==> src/hw/rtl/imsd_pkg.sv <==
`default_nettype none
package imsd_pkg;

    localparam int TIME_BITS = 32;
    typedef logic [TIME_BITS-1:0] t_time;

    localparam int QUEUE_DEPTH = 2;
    localparam int QPTR_W      = (QUEUE_DEPTH > 1) ? $clog2(QUEUE_DEPTH) : 1;
    localparam int QCNT_W      = $clog2(QUEUE_DEPTH + 1);

    // register reset values
    localparam logic        RST_SENSOR_PRESENT = 1'b0;
    localparam logic [15:0] RST_ACCEL_LIMIT    = 16'd14746;
    localparam logic [15:0] RST_GYRO_LIMIT     = 16'd16640;
    localparam logic [15:0] RST_COOLDOWN       = 16'd1200;

    // smoothing and decay gains, Q0.16
    localparam logic [21:0] K_TILT     = 22'd14418;
    localparam logic [21:0] K_SPIN     = 22'd22938;
    localparam logic [21:0] K_ATTACK   = 22'd31457;
    localparam logic [21:0] K_RELEASE  = 22'd7864;
    localparam logic [21:0] K_E_DECAY  = 22'd61604;
    localparam logic [21:0] K_S_DECAY  = 22'd53740;

    // reciprocals: /3 at 2^19, /17 at 2^24, /55 at 2^27
    localparam logic [21:0] RCP_3  = 22'd174763;
    localparam logic [21:0] RCP_17 = 22'd986896;
    localparam logic [21:0] RCP_55 = 22'd2440323;

    localparam logic [16:0] TILT_SAT   = 17'd6144;
    localparam logic [16:0] SPIN_SAT   = 17'd14080;
    localparam logic [19:0] AE_SAT     = 20'd34816;
    localparam logic [15:0] ONE_G      = 16'd8192;
    localparam logic [15:0] GYRO_FLOOR = 16'd512;
    localparam logic [14:0] MOVE_E     = 15'd2621;
    localparam logic [14:0] MOVE_E_IDLE = 15'd1966;
    localparam logic [16:0] MOVE_TILT  = 17'd5898;

    typedef enum logic [1:0] {
        OP_ABSENT,
        OP_TICK,
        OP_HOLD,
        OP_SAMPLE
    } t_op;

    typedef enum logic [1:0] {
        CFG_SENSOR_PRESENT,
        CFG_ACCEL_LIMIT,
        CFG_GYRO_LIMIT,
        CFG_COOLDOWN
    } t_cfg_idx;

    typedef struct packed {
        t_op                op;
        logic               acc_ok;
        logic               gyr_ok;
        logic signed [15:0] ax;
        logic signed [15:0] ay;
        logic signed [15:0] az;
        logic signed [15:0] gx;
        logic signed [15:0] gy;
        logic signed [15:0] gz;
        logic [31:0]        now;
    } t_entry;

    typedef struct packed {
        logic        sensor_present;
        logic [15:0] acc_lim;
        logic [15:0] gyr_lim;
        logic [15:0] cooldown;
    } t_cfg;

    typedef struct packed {
        logic               available;
        logic               shake;
        logic               moving;
        logic signed [15:0] tilt_x;
        logic signed [15:0] tilt_y;
        logic signed [15:0] spin;
        logic [14:0]        energy;
        logic [31:0]        updated_time;
    } t_result;

    typedef enum logic [4:0] {
        ST_IDLE,
        ST_ASQ,
        ST_ASQRT,
        ST_RX,
        ST_TX,
        ST_RY,
        ST_TY,
        ST_AE,
        ST_GSQ,
        ST_GSQRT,
        ST_RS,
        ST_SS,
        ST_GE,
        ST_SDEC,
        ST_EDEC,
        ST_EN,
        ST_FIN
    } t_state;

endpackage
`default_nettype wire

==> src/hw/rtl/imsd_front.sv <==
`default_nettype none
module imsd_front import imsd_pkg::*; (
    input  wire logic         i_clk,
    input  wire logic         i_rst_n,
    input  wire logic         s_axis_tvalid,
    output logic              s_axis_tready,
    // accel_valid, gyro_valid, accel_x, accel_y, accel_z, gyro_x, gyro_y, gyro_z, now_ms
    input  wire logic [135:0] s_axis_tdata,
    // kind
    input  wire logic         s_axis_tuser,
    input  wire logic         i_cfg_we,
    input  wire logic [1:0]   i_cfg_idx,
    input  wire logic [15:0]  i_cfg_wdata,
    input  wire logic         i_q_full,
    output logic              o_push,
    output t_entry            o_entry,
    output t_cfg              o_cfg
);

    t_cfg r_cfg;

    always_ff @(posedge i_clk) begin
        if (!i_rst_n) begin
            r_cfg.sensor_present <= RST_SENSOR_PRESENT;
            r_cfg.acc_lim        <= RST_ACCEL_LIMIT;
            r_cfg.gyr_lim        <= RST_GYRO_LIMIT;
            r_cfg.cooldown       <= RST_COOLDOWN;
        end else if (i_cfg_we) begin
            case (t_cfg_idx'(i_cfg_idx))
                CFG_SENSOR_PRESENT: r_cfg.sensor_present <= i_cfg_wdata[0];
                CFG_ACCEL_LIMIT:    r_cfg.acc_lim        <= i_cfg_wdata;
                CFG_GYRO_LIMIT:     r_cfg.gyr_lim        <= i_cfg_wdata;
                CFG_COOLDOWN:       r_cfg.cooldown       <= i_cfg_wdata;
                default:            r_cfg                <= r_cfg;
            endcase
        end
    end

    assign o_cfg         = r_cfg;
    assign s_axis_tready = !i_q_full;
    assign o_push        = s_axis_tvalid && !i_q_full;

    always_comb begin
        o_entry.acc_ok = s_axis_tdata[0];
        o_entry.gyr_ok = s_axis_tdata[1];
        o_entry.ax     = s_axis_tdata[17:2];
        o_entry.ay     = s_axis_tdata[33:18];
        o_entry.az     = s_axis_tdata[49:34];
        o_entry.gx     = s_axis_tdata[65:50];
        o_entry.gy     = s_axis_tdata[81:66];
        o_entry.gz     = s_axis_tdata[97:82];
        o_entry.now    = s_axis_tdata[129:98];
        // sensor absence set here; user must keep config static while items flow, unchecked
        if (!r_cfg.sensor_present) begin
            o_entry.op = OP_ABSENT;
        end else if (!s_axis_tuser) begin
            o_entry.op = OP_TICK;
        end else if (!(s_axis_tdata[0] || s_axis_tdata[1])) begin
            o_entry.op = OP_HOLD;
        end else begin
            o_entry.op = OP_SAMPLE;
        end
    end

endmodule
`default_nettype wire

==> src/hw/rtl/imsd_queue.sv <==
`default_nettype none
module imsd_queue import imsd_pkg::*; (
    input  wire logic i_clk,
    input  wire logic i_rst_n,
    input  wire logic i_push,
    input  t_entry    i_data,
    output logic      o_full,
    output logic      o_valid,
    output t_entry    o_data,
    input  wire logic i_pop
);

    t_entry              r_mem [QUEUE_DEPTH];
    logic [QPTR_W-1:0]   r_wr;
    logic [QPTR_W-1:0]   r_rd;
    logic [QCNT_W-1:0]   r_cnt;

    assign o_full  = (r_cnt == QCNT_W'(QUEUE_DEPTH));
    assign o_valid = (r_cnt != '0);
    assign o_data  = r_mem[r_rd];

    function automatic logic [QPTR_W-1:0] inc(input logic [QPTR_W-1:0] p);
        return (p == QPTR_W'(QUEUE_DEPTH - 1)) ? '0 : p + 1'b1;
    endfunction

    always_ff @(posedge i_clk) begin
        if (i_push) begin
            r_mem[r_wr] <= i_data;
        end
    end

    always_ff @(posedge i_clk) begin
        if (!i_rst_n) begin
            r_wr  <= '0;
            r_rd  <= '0;
            r_cnt <= '0;
        end else begin
            if (i_push) begin
                r_wr <= inc(r_wr);
            end
            if (i_pop) begin
                r_rd <= inc(r_rd);
            end
            if (i_push && !i_pop) begin
                r_cnt <= r_cnt + 1'b1;
            end else if (i_pop && !i_push) begin
                r_cnt <= r_cnt - 1'b1;
            end
        end
    end

endmodule
`default_nettype wire

==> src/hw/rtl/imsd_back.sv <==
`default_nettype none
module imsd_back import imsd_pkg::*; (
    input  wire logic i_clk,
    input  wire logic i_rst_n,
    input  t_cfg      i_cfg,
    input  wire logic i_q_valid,
    input  t_entry    i_q_data,
    output logic      o_pop,
    output logic      o_valid,
    input  wire logic i_ready,
    output t_result   o_result
);

    t_state r_state, n_state;
    t_entry r_ent, n_ent;
    logic [3:0]  r_cnt, n_cnt;
    logic [31:0] r_sum, n_sum;
    logic [31:0] r_v, n_v;
    logic [31:0] r_r, n_r;
    logic [15:0] r_amag, n_amag;
    logic [15:0] r_gmag, n_gmag;
    logic signed [15:0] r_raw, n_raw;
    logic [14:0] r_acc_e, n_acc_e;
    logic [14:0] r_gyr_e, n_gyr_e;
    logic signed [15:0] r_tx, n_tx;
    logic signed [15:0] r_ty, n_ty;
    logic signed [15:0] r_spin, n_spin;
    logic [14:0] r_energy, n_energy;
    t_time r_last_shake, n_last_shake;
    t_time r_last_upd, n_last_upd;
    logic r_avail, n_avail;
    logic r_moving, n_moving;
    logic r_out_valid, n_out_valid;
    t_result r_res, n_res;

    logic [20:0] mul_a;
    logic [21:0] mul_b;
    logic [42:0] prod;

    function automatic logic [16:0] mag16(input logic [15:0] x);
        logic [16:0] e;
        e = {x[15], x};
        return e[16] ? 17'(-e) : e;
    endfunction

    function automatic logic [17:0] sdiff(input logic [15:0] a, input logic [15:0] b);
        return {{2{a[15]}}, a} - {{2{b[15]}}, b};
    endfunction

    function automatic logic [17:0] mag18(input logic [17:0] d);
        return d[17] ? 18'(-d) : d;
    endfunction

    // signed delta of trunc(d*k/65536) from the product of |d| and k
    function automatic logic [17:0] qdelta(input logic [17:0] d, input logic [42:0] p);
        logic [17:0] t;
        t = {2'b00, p[31:16]};
        return d[17] ? 18'(-t) : t;
    endfunction

    logic [15:0] sq_sel;
    logic [31:0] sq_bit, sq_rb, sq_v_nx, sq_r_nx;
    logic [16:0] rmag;
    logic        rneg;
    logic [17:0] d_tx, d_ty, d_sp, d_en;
    logic [15:0] dev;
    logic [19:0] d5;
    logic [15:0] gd;
    logic [14:0] raw_e;
    t_time       now_t;
    logic        shake_hit;

    assign now_t = TIME_BITS'(r_ent.now);

    always_comb begin
        case (r_state)
            ST_ASQ:  sq_sel = (r_cnt == 4'd0) ? r_ent.ax : (r_cnt == 4'd1) ? r_ent.ay : r_ent.az;
            ST_GSQ:  sq_sel = (r_cnt == 4'd0) ? r_ent.gx : (r_cnt == 4'd1) ? r_ent.gy : r_ent.gz;
            default: sq_sel = '0;
        endcase
    end

    // one bit of the root per cycle
    assign sq_bit  = 32'd1 << (5'd30 - {r_cnt, 1'b0});
    assign sq_rb   = r_r + sq_bit;
    assign sq_v_nx = (r_v >= sq_rb) ? r_v - sq_rb : r_v;
    assign sq_r_nx = (r_v >= sq_rb) ? (r_r >> 1) + sq_bit : r_r >> 1;

    always_comb begin
        case (r_state)
            ST_RX:   rneg = r_ent.ax[15];
            ST_RY:   rneg = r_ent.ay[15];
            default: rneg = r_ent.gz[15];
        endcase
        case (r_state)
            ST_RX:   rmag = mag16(r_ent.ax);
            ST_RY:   rmag = mag16(r_ent.ay);
            default: rmag = mag16(r_ent.gz);
        endcase
    end

    assign d_tx  = sdiff(r_raw, r_tx);
    assign d_ty  = sdiff(r_raw, r_ty);
    assign d_sp  = sdiff(r_raw, r_spin);
    assign raw_e = (r_gyr_e > r_acc_e) ? r_gyr_e : r_acc_e;
    assign d_en  = {3'b000, raw_e} - {3'b000, r_energy};
    assign dev   = (r_amag >= ONE_G) ? r_amag - ONE_G : ONE_G - r_amag;
    assign d5    = ({4'b0000, dev} << 2) + {4'b0000, dev} - 20'd2048;
    assign gd    = r_gmag - GYRO_FLOOR;

    // shared multiplier operand select
    always_comb begin
        mul_a = '0;
        mul_b = '0;
        case (r_state)
            ST_ASQ, ST_GSQ: begin
                mul_a = 21'(mag16(sq_sel));
                mul_b = 22'(mag16(sq_sel));
            end
            ST_RX, ST_RY: begin
                mul_a = {rmag, 4'b0000};
                mul_b = RCP_3;
            end
            ST_RS: begin
                mul_a = {rmag[13:0], 7'b0};
                mul_b = RCP_55;
            end
            ST_TX: begin
                mul_a = 21'(mag18(d_tx));
                mul_b = K_TILT;
            end
            ST_TY: begin
                mul_a = 21'(mag18(d_ty));
                mul_b = K_TILT;
            end
            ST_SS: begin
                mul_a = 21'(mag18(d_sp));
                mul_b = K_SPIN;
            end
            ST_AE: begin
                mul_a = {d5[16:0], 4'b0000};
                mul_b = RCP_17;
            end
            ST_GE: begin
                mul_a = {gd[13:0], 7'b0};
                mul_b = RCP_55;
            end
            ST_SDEC: begin
                mul_a = 21'(mag16(r_spin));
                mul_b = K_S_DECAY;
            end
            ST_EDEC: begin
                mul_a = 21'(r_energy);
                mul_b = K_E_DECAY;
            end
            ST_EN: begin
                mul_a = 21'(mag18(d_en));
                mul_b = (raw_e > r_energy) ? K_ATTACK : K_RELEASE;
            end
            default: begin
                mul_a = '0;
                mul_b = '0;
            end
        endcase
    end

    assign prod = 43'(mul_a) * 43'(mul_b);

    assign shake_hit = ((r_amag > i_cfg.acc_lim) || (r_gmag > i_cfg.gyr_lim))
                       && ((now_t - r_last_shake) > TIME_BITS'(i_cfg.cooldown));

    always_comb begin
        logic [15:0] q;
        logic        big;
        logic [15:0] rawv;
        logic [17:0] sum18;
        n_state      = r_state;
        n_ent        = r_ent;
        n_cnt        = r_cnt;
        n_sum        = r_sum;
        n_v          = r_v;
        n_r          = r_r;
        n_amag       = r_amag;
        n_gmag       = r_gmag;
        n_raw        = r_raw;
        n_acc_e      = r_acc_e;
        n_gyr_e      = r_gyr_e;
        n_tx         = r_tx;
        n_ty         = r_ty;
        n_spin       = r_spin;
        n_energy     = r_energy;
        n_last_shake = r_last_shake;
        n_last_upd   = r_last_upd;
        n_avail      = r_avail;
        n_moving     = r_moving;
        n_res        = r_res;
        n_out_valid  = r_out_valid && !i_ready;
        o_pop        = 1'b0;

        // raw tilt / spin: saturate before dividing
        q = (r_state == ST_RS) ? prod[42:27] : prod[34:19];
        big = (r_state == ST_RS) ? (rmag >= SPIN_SAT) : (rmag >= TILT_SAT);
        if (rneg) begin
            rawv = big ? 16'h8000 : 16'(-q);
        end else begin
            rawv = big ? 16'h7FFF : q;
        end
        sum18 = '0;

        case (r_state)
            ST_IDLE: begin
                if (i_q_valid && !r_out_valid) begin
                    o_pop   = 1'b1;
                    n_ent   = i_q_data;
                    n_acc_e = '0;
                    n_gyr_e = '0;
                    n_amag  = ONE_G;
                    n_gmag  = '0;
                    n_sum   = '0;
                    n_cnt   = '0;
                    case (i_q_data.op)
                        OP_TICK:   n_state = ST_EDEC;
                        OP_SAMPLE: n_state = i_q_data.acc_ok ? ST_ASQ :
                                             i_q_data.gyr_ok ? ST_GSQ : ST_SDEC;
                        default:   n_state = ST_FIN;
                    endcase
                end
            end
            ST_ASQ, ST_GSQ: begin
                n_sum = r_sum + prod[31:0];
                n_cnt = r_cnt + 1'b1;
                if (r_cnt == 4'd2) begin
                    n_state = (r_state == ST_ASQ) ? ST_ASQRT : ST_GSQRT;
                    n_v     = n_sum;
                    n_r     = '0;
                    n_cnt   = '0;
                end
            end
            ST_ASQRT, ST_GSQRT: begin
                n_v   = sq_v_nx;
                n_r   = sq_r_nx;
                n_cnt = r_cnt + 1'b1;
                if (r_cnt == 4'd15) begin
                    if (r_state == ST_ASQRT) begin
                        n_amag  = sq_r_nx[15:0];
                        n_state = ST_RX;
                    end else begin
                        n_gmag  = sq_r_nx[15:0];
                        n_state = ST_RS;
                    end
                end
            end
            ST_RX: begin
                n_raw   = rawv;
                n_state = ST_TX;
            end
            ST_TX: begin
                sum18   = {{2{r_tx[15]}}, r_tx} + qdelta(d_tx, prod);
                n_tx    = sum18[15:0];
                n_state = ST_RY;
            end
            ST_RY: begin
                n_raw   = rawv;
                n_state = ST_TY;
            end
            ST_TY: begin
                sum18   = {{2{r_ty[15]}}, r_ty} + qdelta(d_ty, prod);
                n_ty    = sum18[15:0];
                n_state = ST_AE;
            end
            ST_AE: begin
                if (d5[19] || d5 == '0) begin
                    n_acc_e = '0;
                end else if (d5 >= AE_SAT) begin
                    n_acc_e = 15'h7FFF;
                end else begin
                    n_acc_e = prod[38:24];
                end
                n_cnt   = '0;
                n_sum   = '0;
                n_state = r_ent.gyr_ok ? ST_GSQ : ST_SDEC;
            end
            ST_RS: begin
                n_raw   = rawv;
                n_state = ST_SS;
            end
            ST_SS: begin
                sum18   = {{2{r_spin[15]}}, r_spin} + qdelta(d_sp, prod);
                n_spin  = sum18[15:0];
                n_state = ST_GE;
            end
            ST_GE: begin
                if (r_gmag <= GYRO_FLOOR) begin
                    n_gyr_e = '0;
                end else if (gd >= SPIN_SAT[15:0]) begin
                    n_gyr_e = 15'h7FFF;
                end else begin
                    n_gyr_e = prod[41:27];
                end
                n_state = ST_EN;
            end
            ST_SDEC: begin
                n_spin  = r_spin[15] ? 16'(-prod[31:16]) : prod[31:16];
                n_state = (r_ent.op == OP_TICK) ? ST_FIN : ST_EN;
            end
            ST_EDEC: begin
                n_energy = prod[30:16];
                n_state  = ST_SDEC;
            end
            ST_EN: begin
                sum18    = {3'b000, r_energy} + qdelta(d_en, prod);
                n_energy = sum18[14:0];
                n_state  = ST_FIN;
            end
            ST_FIN: begin
                n_res.shake = 1'b0;
                case (r_ent.op)
                    OP_ABSENT: n_avail = 1'b0;
                    OP_TICK:   n_moving = (r_energy > MOVE_E_IDLE);
                    OP_SAMPLE: begin
                        if (shake_hit) begin
                            n_last_shake = now_t;
                            n_res.shake  = 1'b1;
                        end
                        n_avail    = 1'b1;
                        n_moving   = (r_energy > MOVE_E) || (mag16(r_tx) > MOVE_TILT)
                                     || (mag16(r_ty) > MOVE_TILT);
                        n_last_upd = now_t;
                    end
                    default: n_avail = r_avail;
                endcase
                n_res.available    = n_avail;
                n_res.moving       = n_moving;
                n_res.tilt_x       = r_tx;
                n_res.tilt_y       = r_ty;
                n_res.spin         = r_spin;
                n_res.energy       = r_energy;
                n_res.updated_time = 32'(n_last_upd);
                n_out_valid        = 1'b1;
                n_state            = ST_IDLE;
            end
            default: n_state = ST_IDLE;
        endcase
    end

    always_ff @(posedge i_clk) begin
        if (!i_rst_n) begin
            r_state      <= ST_IDLE;
            r_out_valid  <= 1'b0;
            r_tx         <= '0;
            r_ty         <= '0;
            r_spin       <= '0;
            r_energy     <= '0;
            r_last_shake <= '0;
            r_last_upd   <= '0;
            r_avail      <= 1'b0;
            r_moving     <= 1'b0;
        end else begin
            r_state      <= n_state;
            r_out_valid  <= n_out_valid;
            r_tx         <= n_tx;
            r_ty         <= n_ty;
            r_spin       <= n_spin;
            r_energy     <= n_energy;
            r_last_shake <= n_last_shake;
            r_last_upd   <= n_last_upd;
            r_avail      <= n_avail;
            r_moving     <= n_moving;
        end
    end

    always_ff @(posedge i_clk) begin
        r_ent   <= n_ent;
        r_cnt   <= n_cnt;
        r_sum   <= n_sum;
        r_v     <= n_v;
        r_r     <= n_r;
        r_amag  <= n_amag;
        r_gmag  <= n_gmag;
        r_raw   <= n_raw;
        r_acc_e <= n_acc_e;
        r_gyr_e <= n_gyr_e;
        r_res   <= n_res;
    end

    assign o_valid  = r_out_valid;
    assign o_result = r_res;

endmodule
`default_nettype wire

==> src/hw/rtl/imu_motion_shake_detector.sv <==
`default_nettype none
// The back end handles one item at a time: an absent-sensor or empty sample goes straight
// to the result, a tick decays energy and spin, and a sample runs its valid accel and gyro
// paths through the bit-serial square root and the single shared multiplier. It takes no
// new item until its last result has been accepted.
// A two-item queue lets input be taken while the back end works.
// Reset (i_rst_n low, synchronous) clears the smoothed state, flags, times and
// queue, and loads the registers with their default values.
module imu_motion_shake_detector import imsd_pkg::*; (
    input  wire logic         i_clk,
    input  wire logic         i_rst_n,
    input  wire logic         s_axis_tvalid,
    output logic              s_axis_tready,
    // accel_valid, gyro_valid, accel_x, accel_y, accel_z, gyro_x, gyro_y, gyro_z, now_ms
    input  wire logic [135:0] s_axis_tdata,
    // kind
    input  wire logic         s_axis_tuser,
    output logic              m_axis_tvalid,
    input  wire logic         m_axis_tready,
    // available, shake, moving, tilt_x_out, tilt_y_out, spin_out, energy_out, updated_time
    output logic [103:0]      m_axis_tdata,
    input  wire logic         i_cfg_we,
    input  wire logic [1:0]   i_cfg_idx,
    input  wire logic [15:0]  i_cfg_wdata
);

    t_entry  fr_entry, q_data;
    t_cfg    cfg;
    t_result res;
    logic    push, q_full, q_valid, pop;

    imsd_front u_front (
        .i_clk         (i_clk),
        .i_rst_n       (i_rst_n),
        .s_axis_tvalid (s_axis_tvalid),
        .s_axis_tready (s_axis_tready),
        .s_axis_tdata  (s_axis_tdata),
        .s_axis_tuser  (s_axis_tuser),
        .i_cfg_we      (i_cfg_we),
        .i_cfg_idx     (i_cfg_idx),
        .i_cfg_wdata   (i_cfg_wdata),
        .i_q_full      (q_full),
        .o_push        (push),
        .o_entry       (fr_entry),
        .o_cfg         (cfg)
    );

    imsd_queue u_queue (
        .i_clk   (i_clk),
        .i_rst_n (i_rst_n),
        .i_push  (push),
        .i_data  (fr_entry),
        .o_full  (q_full),
        .o_valid (q_valid),
        .o_data  (q_data),
        .i_pop   (pop)
    );

    imsd_back u_back (
        .i_clk     (i_clk),
        .i_rst_n   (i_rst_n),
        .i_cfg     (cfg),
        .i_q_valid (q_valid),
        .i_q_data  (q_data),
        .o_pop     (pop),
        .o_valid   (m_axis_tvalid),
        .i_ready   (m_axis_tready),
        .o_result  (res)
    );

    assign m_axis_tdata = {6'b000000, res.updated_time, res.energy, res.spin,
                           res.tilt_y, res.tilt_x, res.moving, res.shake, res.available};

endmodule
`default_nettype wire
==> config.mk <==
export PLATFORM = sky130hd
export DESIGN_NAME = imu_motion_shake_detector
export DESIGN_NICKNAME = d
export VERILOG_FILES = /design/src/hw/rtl/imsd_pkg.sv /design/src/hw/rtl/imsd_front.sv /design/src/hw/rtl/imsd_queue.sv /design/src/hw/rtl/imsd_back.sv /design/src/hw/rtl/imu_motion_shake_detector.sv
export SDC_FILE = /design/constraint.sdc
export NUM_CORES = 2
export LEC_CHECK = 0
export BUFFER_PORTS_ARGS = -buffer_cell sky130_fd_sc_hd__buf_4
export CORE_MARGIN = 2
export CORE_UTILIZATION = 55
export DETAILED_ROUTE_END_ITERATION = 16
export PLACE_DENSITY = 0.7
export SETUP_SLACK_MARGIN = 0.5
export SLEW_MARGIN = 20
export SYNTH_ARGS = -nofsm -noshare
export SYNTH_HDL_FRONTEND = slang
export SYNTH_SLANG_ARGS = --single-unit
==> constraint.sdc <==
create_clock -name i_clk -period 21.9 [get_ports i_clk]
set_input_delay 4.38 -clock i_clk [delete_from_list [all_inputs] [get_ports i_clk]]
set_output_delay 4.38 -clock i_clk [all_outputs]
set_load 0.01 [all_outputs]
# Word level (Yosys, flattened, before mapping)
# Memory sizes are Yosys's and may differ from the RTL's. A register that Yosys moved wholly into a read port is not among the register bits.
# Index checks and enable logic that the tools add are counted.
totals:
  regBits: 595
  mem_bits_rw: 264
  out_inout_bits: 106
  elab_cells: 275
  n_memories: 1
op_classes:
  addsub: 38
  n_mul: 1
  order_cmp: 16
  eq_ne: 33
  n_shift: 1
  mux: 90
  n_reduce_logical: 52
mem_list:
  columns: ["name", "depth", "width", "rd", "rd_ports_with_merged_regs", "write_ports", "line", "text"]
  rows:
  - ["u_queue.r_mem", 2, 132, 1, 1, 1, "imsd_queue.sv:13", "t_entry r_mem [QUEUE_DEPTH];"]
ops:
  columns: ["operator", "n"]
  rows:
  - ["$mux W16", 19]
  - ["$pmux W21 S11", 1]
  - ["$pmux W22 S9", 1]
  - ["$mux W32", 6]
  - ["$pmux W16 S2", 4]
  - ["$pmux W32 S2", 2]
  - ["$mux W15", 8]
  - ["$mux W17", 7]
  - ["$neg A17 Y17", 7]
  - ["$pmux W32 S3", 1]
  - ["$pmux W15 S2", 3]
  - ["$mux W18", 4]
  - ["$neg A18 Y18", 4]
  - ["$pmux W5 S14", 1]
  - ["$add A32 B32 Y32", 2]
  - ["$sub A32 B32 Y32", 2]
  - ["$sub A16 B16 Y17", 3]
  - ["$add A16 B16 Y16", 3]
  - ["$neg A16 Y16", 3]
  - ["$mul A21 B22 Y43", 1]
  - ["$eq A5 B4 Y1 const B", 8]
  - ["$gt A17 B13 Y1 const B", 2]
  - ["$pmux W17 S2", 1]
  - ["$add A31 B32 Y32", 1]
  - ["other kinds (58)", 137]

# Depth between registers and ports, before layout
depth:
  depth_word: 12
  mapped_depth: 72
  depth_no_buf: 65

# Modules after synthesis
# A second synthesis with hierarchy kept.
unflattened:
  hier_cells: 7366
  hier_area_um2: 71433.5
by_module_without_submodules:
  columns: ["mod", "n_inst", "cells_per_inst", "area_each_um2"]
  rows:
  - ["imsd_back", 1, 6594, 58364.7]
  - ["imsd_queue", 1, 433, 10074.7]
  - ["imsd_front", 1, 332, 2945.3]
  - ["imu_motion_shake_detector", 1, 7, 48.8]

# Worst setup path after synthesis
# No wires, ideal clock.
synth_timing:
  path_kind: "register to register"
  from: "reg u_back.r_gyr_e[1]"
  to: "reg u_back.r_ty[15]"
  arrival_time_ns: 14.707
  t_required_ns: 21.824
  path_slack_ns: 7.118
  stages_incl_launch_ff: 70
  path_buffers: 7
  period_less_slack_ns: 14.782
  path_cell_list: "edfxtp_1 -> ha_1 -> nor2b_1 -> o21a_1 -> o21a_1 -> o21a_1 -> o21ai_0 -> nand2b_1 -> a21oi_1 -> o21ai_0 -> a221oi_1 -> nor2_1 -> clkbuf_1 -> mux2_2 -> ha_1 -> clkbuf_1 -> a21oi_1 -> o21ai_0 -> [34 not listed] -> inv_1 -> a21oi_1 -> nand4_1 -> nor3_2 -> and3_1 -> clkbuf_1 -> nor2_1 -> xnor2_1 -> ha_1 -> a21oi_1 -> a31oi_1 -> a21o_1 -> a21oi_1 -> o21bai_1 -> a21oi_1 -> xnor3_1 -> or3_1 -> a21boi_0"
synth_via:
  elab_chain_len: 10
  word_cells_on_any_way: 13
  cone_classes: "add/sub (4); mul (1); order compare (2); mux (6)"
synth_lines:
  columns: ["element", "line", "text"]
  rows:
  - ["start, declared", "imsd_back.sv:24", "logic [14:0] r_gyr_e, n_gyr_e;"]
  - ["start signal, assigned", "imsd_back.sv:382", "r_gyr_e <= n_gyr_e;"]
  - ["$gt A15 B15 Y1", "imsd_back.sv:105", "assign raw_e = (r_gyr_e > r_acc_e) ? r_gyr_e : r_acc_e;"]
  - ["$mux W15 (*)", "imsd_back.sv:105", null]
  - ["$sub A15 B15 Y16", "imsd_back.sv:106", "assign d_en = {3'b000, raw_e} - {3'b000, r_energy};"]
  - ["$neg A18 Y18", "imsd_back.sv:51", "return d[17] ? 18'(-d) : d;"]
  - ["$mux W18", "imsd_back.sv:51", null]
  - ["$pmux W21 S11", "imsd_back.sv:115", "case (r_state)"]
  - ["$mul A21 B22 Y43 (*)", "imsd_back.sv:167", "assign prod = 43'(mul_a) * 43'(mul_b);"]
  - ["$neg A16 Y16", "imsd_back.sv:58", "return d[17] ? 18'(-t) : t;"]
  - ["$mux W16 (*)", "imsd_back.sv:58", null]
  - ["$add A16 B16 Y16 (*)", "imsd_back.sv:267", "sum18 = {{2{r_ty[15]}}, r_ty} + qdelta(d_ty, prod);"]
  - ["end signal, assigned", "imsd_back.sv:362", "r_ty <= n_ty;"]
  - ["end, declared", "imsd_back.sv:26", "logic signed [15:0] r_ty, n_ty;"]
# Every way passes the cells marked *; elsewhere a longest branch is shown, timed or not.
# A chain may end at the register's enable or synchronous reset.

# Final worst setup path
# Same ends and word-level chain as after synthesis.

==> flow_summary.yaml <==
setup_path:
  worstPathMaxFanout: 16
  crit_slowest_cell: "nor3_2"
  max_stage_delay_ns: 0.85
  critical_path.endpoint_type: "register"
  worst_setup_path_start_kind: "register"
  setup.worst_path.class: "register to register"
  critical_path_arrival_ns: 18.00
  worstPathRequired_ns: 22.55
  critical_path_buf_inv_count: 9
  crit_family: "simple AND/OR/NAND/NOR gates"
  r2r_slack_ns: 4.55
clock_tree:
  ctsResizeCount: 0
  cts.sinks: 860
  cts_made_buffers: 90
  clk_pin_slew_worst_paths_ns: 0.07
  cts-root-buf: "clkbuf_16"
  post-cts-setup-buffer-count: 0
  cts_tree: "yes"
  cts_hold_buffers: 0
  clk_latency_ns: 0.73
  clk_path_buf_depth: 3
  htree_levels: 3
detailed_routing:
  drc: 0
  antenna_left: 0
  routed_wirelength_mm: 221
  route.vias.total: 54886
  first_iter_violations: 5103
  post_drt_via_cell_ratio: 6.10
  routedWlPerCell_um: 24.6
  drt_first_pass_iters: 6
sta:
  layout_setup_ws_ns: 4.55
  fin_crit_sh: 0.792
  clock.fmax_ghz: 0.0577
  finalHoldViolCount: 0
  final.setup.tns_ns: 0
  slew_headroom: 0.192
  max_slew.worst_pin.slew_ns: 1.20
  report.final.setup_viol: 0
  drv_slew: 0
  fin_worst_skew_ns: 0.0646
  rsz0062_at_grt: "no"
  finalWorstPathRequiredPeriod_ns: 17.35
floorplanning:
  dieHeight_um: 358
  die_area_um2: 128000
  die_width_um: 358
  initial_core_util: 0.555
  core.rowCount: 129
  io_pins: 266
  core-area_um2: 124000
yosys:
  yosys_most_used_dff: "edfxtp_1"
  number_of_enable_type_register_cells_in_the_synthesized_netlist: 671
  post_synth_and_or_nand_nor_area_fraction: 0.138
  synth_adder_area_share: 0.202
  synth_async_sr_flop_share: 0
  synth_top_family_by_area: "adder cells"
  synthesis.instances: 7064
  muxShareOfSynthArea: 0.0483
  cell_variety_after_synth: 111
  synth-compound-area-share: 0.147
  synth-xor-area-share: 0.0615
  post_synthesis_cell_area_um2: 68700
  yosys_warnings: 0
  synth_area_per_cell_um2: 9.73
  seq_area_frac_synth: 0.348
  yosys_register_bits: 860
global_routing:
  grt_overflow: 0
  grt_max_degree: 93
  grt_pass1_vias: 53668
  track_usage: 0.343
  global_route_wire_length_before_repair_mm: 329
  antenna_violations_before_repair: 11
min_path:
  worst_hold_path_type: "register to register"
layout:
  area.growth.synth_to_final_pct: 10.3
  drive_gt1_frac: 0.116
  layout.cells.most_common: "nand2_1"
  register_area_um2: 23900
  fin_nets: 8333
  fillCellCount: 10481
  multi_input_area_um2: 41400
  mostFrequentLayoutCells: "nand2_1, inv_1, edfxtp_1"
  design_area_um2: 75800
placement:
  detailedPlace.worstSlack_ns: 4.92
  post_dp_cell_area_um2: 72700
  gp_congestion: 1.01
  detailedPlacementHpwl_mm: 173
  io_buffers: 253
run:
  drv_cap: 0
outcome:
  run_status: "complete, no violations"
routing by layer:
layer	GRT usage	wire (um)	up-vias
li1	-	-	25363
met1	0.442	90000	26786
met2	0.547	100000	2234
met3	0.0647	17000	499
met4	0.191	13900	4
met5	0	28	-
state kept, by name, indices dropped and copies added, names as in the netlist, 4 cells and up, named ones only:
register	flops
u_back.r_last_shake	32
u_front.o_cfg	49
u_back.r_energy	15
u_back.r_sum	32
u_back.r_amag	16
u_back.r_v	32
u_back.o_result	98
u_queue.r_mem	264
u_back.r_acc_e	15
u_back.r_ent	99
u_back.r_cnt	4
u_back.r_tx	16
u_back.r_state	5
u_back.r_gmag	16
u_back.r_gyr_e	15
u_back.now_t	32
u_back.r_ty	16
u_back.r_spin	16
u_back.r_r	32
u_back.r_raw	16
u_back.r_last_upd	32
worst min-delay path: stages (launching register included):
cell and delay (ns):
dfxtp_1 0.31, nand2_1 0.05, mux2i_1 0.05
cell usage after synthesis, types with 27 or more instances:
| library cell | n | area [um2] |
|---|---|---|
| nand2_1 | 701 | 2630 |
| inv_1 | 677 | 2540 |
| edfxtp_1 | 671 | 20100 |
| nor2_1 | 570 | 2140 |
| ha_1 | 521 | 6520 |
| fa_1 | 369 | 7390 |
| a21oi_1 | 361 | 1810 |
| o21ai_0 | 308 | 1540 |
| xnor2_1 | 307 | 2690 |
| clkbuf_1 | 232 | 871 |
| dfxtp_1 | 189 | 3780 |
| mux2_2 | 184 | 2070 |
| xor2_1 | 166 | 1450 |
| mux2i_1 | 125 | 1250 |
| nor3_1 | 120 | 601 |
| a21o_1 | 100 | 751 |
| nand3_1 | 92 | 460 |
| and2_1 | 88 | 551 |
| a31oi_1 | 71 | 444 |
| a211oi_1 | 67 | 503 |
| nor2b_1 | 67 | 419 |
| o21a_1 | 64 | 480 |
| o211ai_1 | 63 | 473 |
| nand2b_1 | 59 | 369 |
| or2_2 | 58 | 363 |
| or3_1 | 58 | 363 |
| a21boi_0 | 57 | 428 |
| nand4_1 | 54 | 338 |
| o31ai_1 | 49 | 368 |
| o21bai_1 | 41 | 308 |
| and3_1 | 39 | 244 |
| nor4_1 | 38 | 238 |
| o22ai_1 | 38 | 238 |
| a221oi_1 | 30 | 263 |
| o41ai_1 | 27 | 236 |
path summary, 6_finish.rpt:
path | start | to | cells past startpoint
min reg2reg | u_back.r_last_shake[17]$_SDFFE_PN0P_ | u_back.r_last_shake[17]$_SDFFE_PN0P_ | 2
min | u_back.r_last_shake[17]$_SDFFE_PN0P_ | u_back.r_last_shake[17]$_SDFFE_PN0P_ | 2
max reg2reg | u_back.r_gyr_e[1]$_SDFFCE_PP0P_ | u_back.r_ty[15]$_SDFFE_PN0P_ | 63
max | u_back.r_gyr_e[1]$_SDFFCE_PP0P_ | u_back.r_ty[15]$_SDFFE_PN0P_ | 63
final cells by class:
cell class / count / area share
Clock inverter: 58 / 0.0100
Timing Repair Buffer: 360 / 0.0356
Tap cell: 1637 / 0.0270
Multi-Input combinational cell: 5283 / 0.546
Antenna cell: 3 / 0.0000990
Inverter: 688 / 0.0341
Clock buffer: 110 / 0.0312
Sequential cell: 860 / 0.316
stage by stage:
step | utilization | hold WS, ns | cells
floorplan | - | 0.406 | 7107
global placement | 0.587 | 0.442 | 8827
detailed placement | 0.587 | 0.453 | 8827
CTS | 0.612 | 0.462 | 8995
global route | 0.612 | 0.473 | 8999
finish | 0.612 | 0.459 | 8999
cells by family after synthesis:
group                      Yosys count
and+or+nand+nor                   2036
AOI/OAI and AO/OA                 1524
buffers and inverters              964
adders and majority gates          891
DFF                                860
xor gates and xnor gates           478
muxes                              309
other                                2
Power is not shown: default switching activity piles up to over one toggle a cycle in this logic, so the estimate is an artifact.
